## src/rtl/satq_pkg.sv

```systemverilog
// ----------------------------------------------------------------------------
// satq_pkg: shared types and constants for the sorted alarm timer queue
// Operation and result codes, cell control struct, register indexes.
// ----------------------------------------------------------------------------
package satq_pkg;

  localparam int unsigned TimeBits = 64;
  localparam int unsigned FreqBits = 32;

  typedef enum logic [2:0] {
    OP_ARM_ABS  = 3'd0,
    OP_ARM_SEC  = 3'd1,
    OP_ARM_MSEC = 3'd2,
    OP_ARM_USEC = 3'd3,
    OP_TICK     = 3'd4
  } op_e;

  typedef enum logic [1:0] {
    KIND_RELEASED = 2'd0,
    KIND_COMPARE  = 2'd1,
    KIND_QUEUED   = 2'd2,
    KIND_REJECTED = 2'd3
  } kind_e;

  typedef enum logic [3:0] {
    ST_IDLE,
    ST_MUL_LO,
    ST_MUL_HI,
    ST_DIV,
    ST_WAKE,
    ST_ARM,
    ST_INSERT,
    ST_TICK,
    ST_POP,
    ST_TICK_CMP,
    ST_OUT
  } state_e;

  localparam logic CfgFreq    = 1'b0;
  localparam logic CfgPreempt = 1'b1;

  // control broadcast to every cell in the chain
  typedef struct packed {
    logic             insert;   // the slot takes the new alarm, cells past it shift right
    logic             shift;    // every cell takes its right neighbour
    logic [TimeBits-1:0] wake;  // compare key for insertion
  } cell_ctrl_t;

endpackage

```

## src/rtl/satq_cell.sv

```systemverilog
// ----------------------------------------------------------------------------
// satq_cell: one slot of the sorted alarm chain
// Holds a wake time and tag; inserts, shifts right or pops left.
// ----------------------------------------------------------------------------
module satq_cell #(
  parameter int unsigned TagBits = 8
) (
  input  logic                          clk_i,
  input  logic                          rst_ni,
  input  satq_pkg::cell_ctrl_t          ctrl_i,
  input  logic [TagBits-1:0]            ins_tag_i,
  // left neighbour (towards head)
  input  logic                          left_full_i,
  input  logic                          left_goes_i,
  input  logic [satq_pkg::TimeBits-1:0] left_wake_i,
  input  logic [TagBits-1:0]            left_tag_i,
  // right neighbour (towards tail)
  input  logic                          right_full_i,
  input  logic [satq_pkg::TimeBits-1:0] right_wake_i,
  input  logic [TagBits-1:0]            right_tag_i,
  output logic                          full_o,
  output logic                          goes_o,
  output logic [satq_pkg::TimeBits-1:0] wake_o,
  output logic [TagBits-1:0]            tag_o
);
  import satq_pkg::*;

  logic                full_q, full_d;
  logic [TimeBits-1:0] wake_q, wake_d;
  logic [TagBits-1:0]  tag_q, tag_d;

  // this slot sits after the new alarm: later wake time, or empty
  assign goes_o = !full_q || (wake_q > ctrl_i.wake);
  assign full_o = full_q;
  assign wake_o = wake_q;
  assign tag_o  = tag_q;

  always_comb begin
    full_d = full_q;
    wake_d = wake_q;
    tag_d  = tag_q;
    if (ctrl_i.insert) begin
      if (goes_o) begin
        if (left_goes_i) begin
          full_d = left_full_i;
          wake_d = left_wake_i;
          tag_d  = left_tag_i;
        end else begin
          full_d = 1'b1;
          wake_d = ctrl_i.wake;
          tag_d  = ins_tag_i;
        end
      end
    end else if (ctrl_i.shift) begin
      full_d = right_full_i;
      wake_d = right_wake_i;
      tag_d  = right_tag_i;
    end
  end

  always_ff @(posedge clk_i or negedge rst_ni) begin
    if (!rst_ni) begin
      full_q <= 1'b0;
    end else begin
      full_q <= full_d;
    end
  end

  always_ff @(posedge clk_i) begin
    wake_q <= wake_d;
    tag_q  <= tag_d;
  end

endmodule

```

## config.mk

```make
export PLATFORM = sky130hd
export DESIGN_NAME = satq_cell
export DESIGN_NICKNAME = d
export VERILOG_FILES = /design/src/rtl/satq_pkg.sv /design/src/rtl/satq_cell.sv
export SDC_FILE = /design/constraint.sdc
export NUM_CORES = 1
export LEC_CHECK = 0
export CELL_PAD_IN_SITES_DETAIL_PLACEMENT = 0
export CELL_PAD_IN_SITES_GLOBAL_PLACEMENT = 1
export CORE_AREA = 2 2 116 118
export DETAILED_ROUTE_END_ITERATION = 6
export DIE_AREA = 0 0 118 120
export DONT_BUFFER_PORTS = 1
export PLACE_DENSITY = 0.82
export SLEW_MARGIN = 15
export SYNTH_ARGS = -nofsm -noshare
export SYNTH_HDL_FRONTEND = slang
export SYNTH_SLANG_ARGS = --single-unit
```

## constraint.sdc

```tcl
create_clock -name clk_i -period 7.4 [get_ports clk_i]
set_input_delay 0 -clock clk_i [delete_from_list [all_inputs] [get_ports clk_i]]
set_output_delay 0 -clock clk_i [all_outputs]
set_load 0.1 [all_outputs]
```

## Word level (Yosys, flattened, before mapping)

Index checks and enable logic that the tools add are counted.

| cells by class | value |
|---|---|
| order comparisons | 1 |
| equal/unequal tests | 1 |
| mux-type cells | 12 |
| reductions and logical operators | 4 |

Operator list:

| operator | count |
|---|---|
| $mux W64 | 4 |
| $gt A64 B64 Y1 | 1 |
| $mux W8 | 4 |
| $mux W1 | 4 |
| $ne A2 B1 Y1 const B | 1 |
| $reduce_and A2 Y1 | 1 |
| $reduce_bool A2 Y1 | 1 |
| $logic_not A1 Y1 | 1 |
| $logic_or A1 B1 Y1 | 1 |

| word-level totals | value |
|---|---|
| register bits | 73 |
| input port bits | 223 |
| output and inout bits | 74 |
| word-level logic and storage cells | 21 |

## Logic depth before layout (Yosys ltp)

| logic depth | value |
|---|---|
| depth after elaboration | 4 |
| gate-level depth with buffers | 9 |
| depth with buffers taken out | 9 |

## Worst setup path after synthesis

Ideal clock, no wire load.

| timing | value |
|---|---|
| kind | reg-to-reg |
| start | register wake_q[55], in the netlist wake_o[55] |
| end | register tag_q[0], in the netlist tag_o[0], enable pin |
| library setup time | 380 ps |
| data arrival time | 3,857 ps |
| data required time | 7,020 ps |
| path slack | 3,163 ps |
| cell stages (with the launch flop) | 9 |
| buffers on the path | 0 |
| period minus slack after synthesis | 4,237 ps |
| cells stage by stage | edfxtp_1 ha_1 nand4_1 nor4_1 nand4_1 a31oi_1 nor4_2 o21ai_2 mux2_4 |

| between the ends | value |
|---|---|
| cells in the longest elaborated chain, start to end | 4 |

RTL lines:

| what | line | source |
|---|---|---|
| start: declaration | satq_cell.sv:29 | `logic [TimeBits-1:0] wake_q, wake_d;` |
| start signal: assignment | satq_cell.sv:70 | `wake_q <= wake_d;` |
| $gt A64 B64 Y1 | satq_cell.sv:33 | `assign goes_o = !full_q \|\| (wake_q > ctrl_i.wake);` |
| $logic_or A1 B1 Y1 | satq_cell.sv:33 |  |
| via goes_o | satq_cell.sv:22 | `output logic goes_o,` |
| $ne A2 B1 Y1 (no line) | -- |  |
| $reduce_and A2 Y1 (no line) | -- |  |
| end signal: assignment | satq_cell.sv:71 | `tag_q <= tag_d;` |
| end: declaration | satq_cell.sv:30 | `logic [TagBits-1:0] tag_q, tag_d;` |

The timed path passes the listed nets, and every way through them passes these cells.
A chain may end at the register's enable or synchronous reset.

## Worst setup path in the final report

| timing | value |
|---|---|
| start | register wake_q[46], in the netlist wake_o[46] |
| end | register wake_q[16], in the netlist wake_o[16], enable pin |

| between the ends | value |
|---|---|
| cells in the longest elaborated chain, start to end | 4 |

RTL lines:

| what | line |
|---|---|
| $gt A64 B64 Y1 | satq_cell.sv:33 |
| $logic_or A1 B1 Y1 | satq_cell.sv:33 |
| via goes_o | satq_cell.sv:22 |
| $ne A2 B1 Y1 (no line) | -- |
| $reduce_and A2 Y1 (no line) | -- |

The timed path passes the listed nets, and every way through them passes these cells.

==> out/qor.yml <==
tns_ns: 0
finalCritPeriodShare: 0.691
synth_area_mm2: 0.00530
cp.required_ns: 7.35
ant_nets: 0
globalRouteTotalUtil: 0.229
hold_class: "in2reg"
drive_above_1_share: 0.0324
synth_xor_area_frac: 0
final_max_slew_viol_count: 0
routedWlPerCell_um: 19.7
rsz0062_at_grt: "no"
max_slew_margin: 0.198
clockBufferDepth: 2
post-route-min-period_ns: 5.11
routed_wl_mm: 16.8
drtIter0Drc: 208
fin_util: 0.550
core-area_mm2: 0.0130
status: "finished, final reports clean"
synth_compound_area_frac: 0.132
grt_pass1_wl_mm: 25.2
port_buffers: 0
max_freq_mhz: 196
clkSinkCount: 73
synthAdderAreaFrac: 0.151
dp_hpwl_mm: 10.9
cts_tree: "built"
layout.cells.most_common_list: "dlygate4sd3_1 (137), a21oi_1 (97), nor2_1 (77), mux2i_1 (72), edfxtp_1 (72)"
whs_path_depth: 2
path_clk_slew_ns: 0.06
syn_nets: 834
syn_inst: 547
criticalPathCategory: "reg2reg"
reg2reg_depth: 8
synth-simple-area-share: 0.0992
yosysWarnings: 0
ios: 297
synth_cell_types: 37
setup_viol: 0
drc: 0
stdcell_count: 854
num_rows: 42
fill_cells: 1095
skew_ns: 0.0114
die_w_um: 118
antenna_cells: 0
tightestPinTransition_ns: 1.20
htreeDepth: 3
start_util: 0.408
drt-vias-per-instance: 5.45
layout_commonest_cell: "dlygate4sd3_1"
overflow: 0
first_pass_iters: 4
area_growth_pct: 34.8
max-cap-violations: 0
layout.nets: 960
die_h_um: 120
start_kind: "flop"
cts.repair.resized: 0
syn_avg_cell_area_um2: 9.68
die-area_mm2: 0.0142
clk_latency_ns: 0.34
synthMuxAreaShare: 0.139
vias: 4653
p_per_area_mw_per_mm2: 236
numCtsBuffers: 9
placedCellCount: 699
antenna_found_initial: 0
clockRootBuffer: "clkbuf_16"
crit_fanout: 72
grt_pass1_vias: 4821
ir_worst_vdd_uv: 125
final_hold_viol_count: 0
yosys_register_bits: 73
gp_congestion: 0.869
synth_top_family_by_area: "adder cells"
static-leakage-power_uw: 0.00312
synth.yosys.seq_area_share: 0.413
grt_max_degree: 145
cp.arrival_ns: 5.06
endpoint_kind: "flop"
==> power breakdown <==
group          leakage (µW)  switching [µW]  total [µW]  internal [µW]
clock network      0.000139             178         438            260
logic               0.00227             162         319            158
registers          0.000709             398         927            528
total               0.00312             738        1680            946
==> metrics by stage <==
stage	power [µW]	worst slack (ns)	hold slack (ns)	area, µm²
floorplan	1110	3.16	-0.296	5300
global route	1750	1.94	0.00153	7140
finish	1680	2.29	0.00681	7140
global placement	1140	2.50	-0.296	5420
detailed placement	1150	2.30	-0.296	5420
CTS	1690	2.29	0.000792	7130
==> metal layers <==
| metal | track usage | vias up | part of all wire |
|---|---|---|---|
| li1 | - | 2226 | - |
| met5 | 0 | - | 0 |
| met1 | 0.229 | 2147 | 0.36 |
| met2 | 0.426 | 247 | 0.52 |
| met4 | 0.0964 | 0 | 0.029 |
| met3 | 0.0860 | 33 | 0.090 |
==> kinds of logic after synthesis <==
kind of cell,Yosys count
muxes,73
adders and majority gates,64
AOI/OAI and AO/OA,125
DFF,73
and+or+nand+nor,121
buffers and inverters,91
==> flip-flops by register name, summed over array words and instances (netlist names) <==
| name | flops |
|---|---|
| tag_o | 8 |
| wake_o | 64 |
| full_o | 1 |
==> Yosys cell counts <==
cell type	number	share of area
a221oi_2	1	0.0028
a21oi_2	1	0.0017
ha_1	64	0.15
a21oi_1	97	0.092
o21ai_2	1	0.0017
clkbuf_1	9	0.0064
edfxtp_1	72	0.41
nor2b_1	2	0.0024
a221oi_1	2	0.0033
inv_1	67	0.047
nand2_1	15	0.011
dfrtp_1	1	0.0047
a21o_1	4	0.0057
buf_1	9	0.0064
o21ai_1	2	0.0019
mux2_4	1	0.0028
a31oi_1	1	0.0012
a2111oi_0	1	0.0017
a2111o_1	1	0.0021
nor2_1	77	0.055
buf_2	6	0.0057
a41oi_1	1	0.0017
a221o_1	1	0.0019
a22oi_1	1	0.0014
mux2i_1	72	0.14
nand4_1	15	0.018
o211ai_1	1	0.0014
a2bb2oi_1	1	0.0017
o31a_1	1	0.0017
nand3_1	6	0.0057
o21ai_0	6	0.0057
o21a_1	1	0.0014
a211oi_1	1	0.0014
nor3_1	1	0.00094
or4_1	1	0.0014
nor4_2	1	0.0024
nor4_1	3	0.0035
==> timing repair <==
item	CTS	global route
endpoints found under the hold margin	74	1
hold buffers	138	1
setup buffers	0	0
==> worst paths after layout <==
check                           start          to  slack (ns)
max in group asynchronous      rst_ni      full_o        6.87
min reg2reg                    full_o      full_o        2.00
min in group asynchronous      rst_ni      full_o        0.42
min                        ctrl_i[17]  wake_o[17]       0.007
max reg2reg                wake_o[46]  wake_o[16]        2.29
max                        wake_o[46]  wake_o[16]        2.29
==> critical path, cell delays in order, from the launching register on <==
cell	delay, ns
edfxtp_1	0.79
ha_1	0.54
nand4_1	0.22
nor4_1	0.64
nand4_1	0.21
a31oi_1	0.24
nor4_2	0.09
o21ai_2	0.94
mux2_4	0.96
==> area by class of cell <==
class / instances / area, µm² / share of cell area
Clock inverter: 7 / 71.3 / 0.00999
Timing Repair Buffer: 139 / 1430 / 0.200
Inverter: 67 / 251 / 0.0352
Clock buffer: 9 / 225 / 0.0315
Multi-Input combinational cell: 383 / 2760 / 0.386
Tap cell: 176 / 220 / 0.0308
Sequential cell: 73 / 2190 / 0.306
Power figures use the tool's default switching activity.
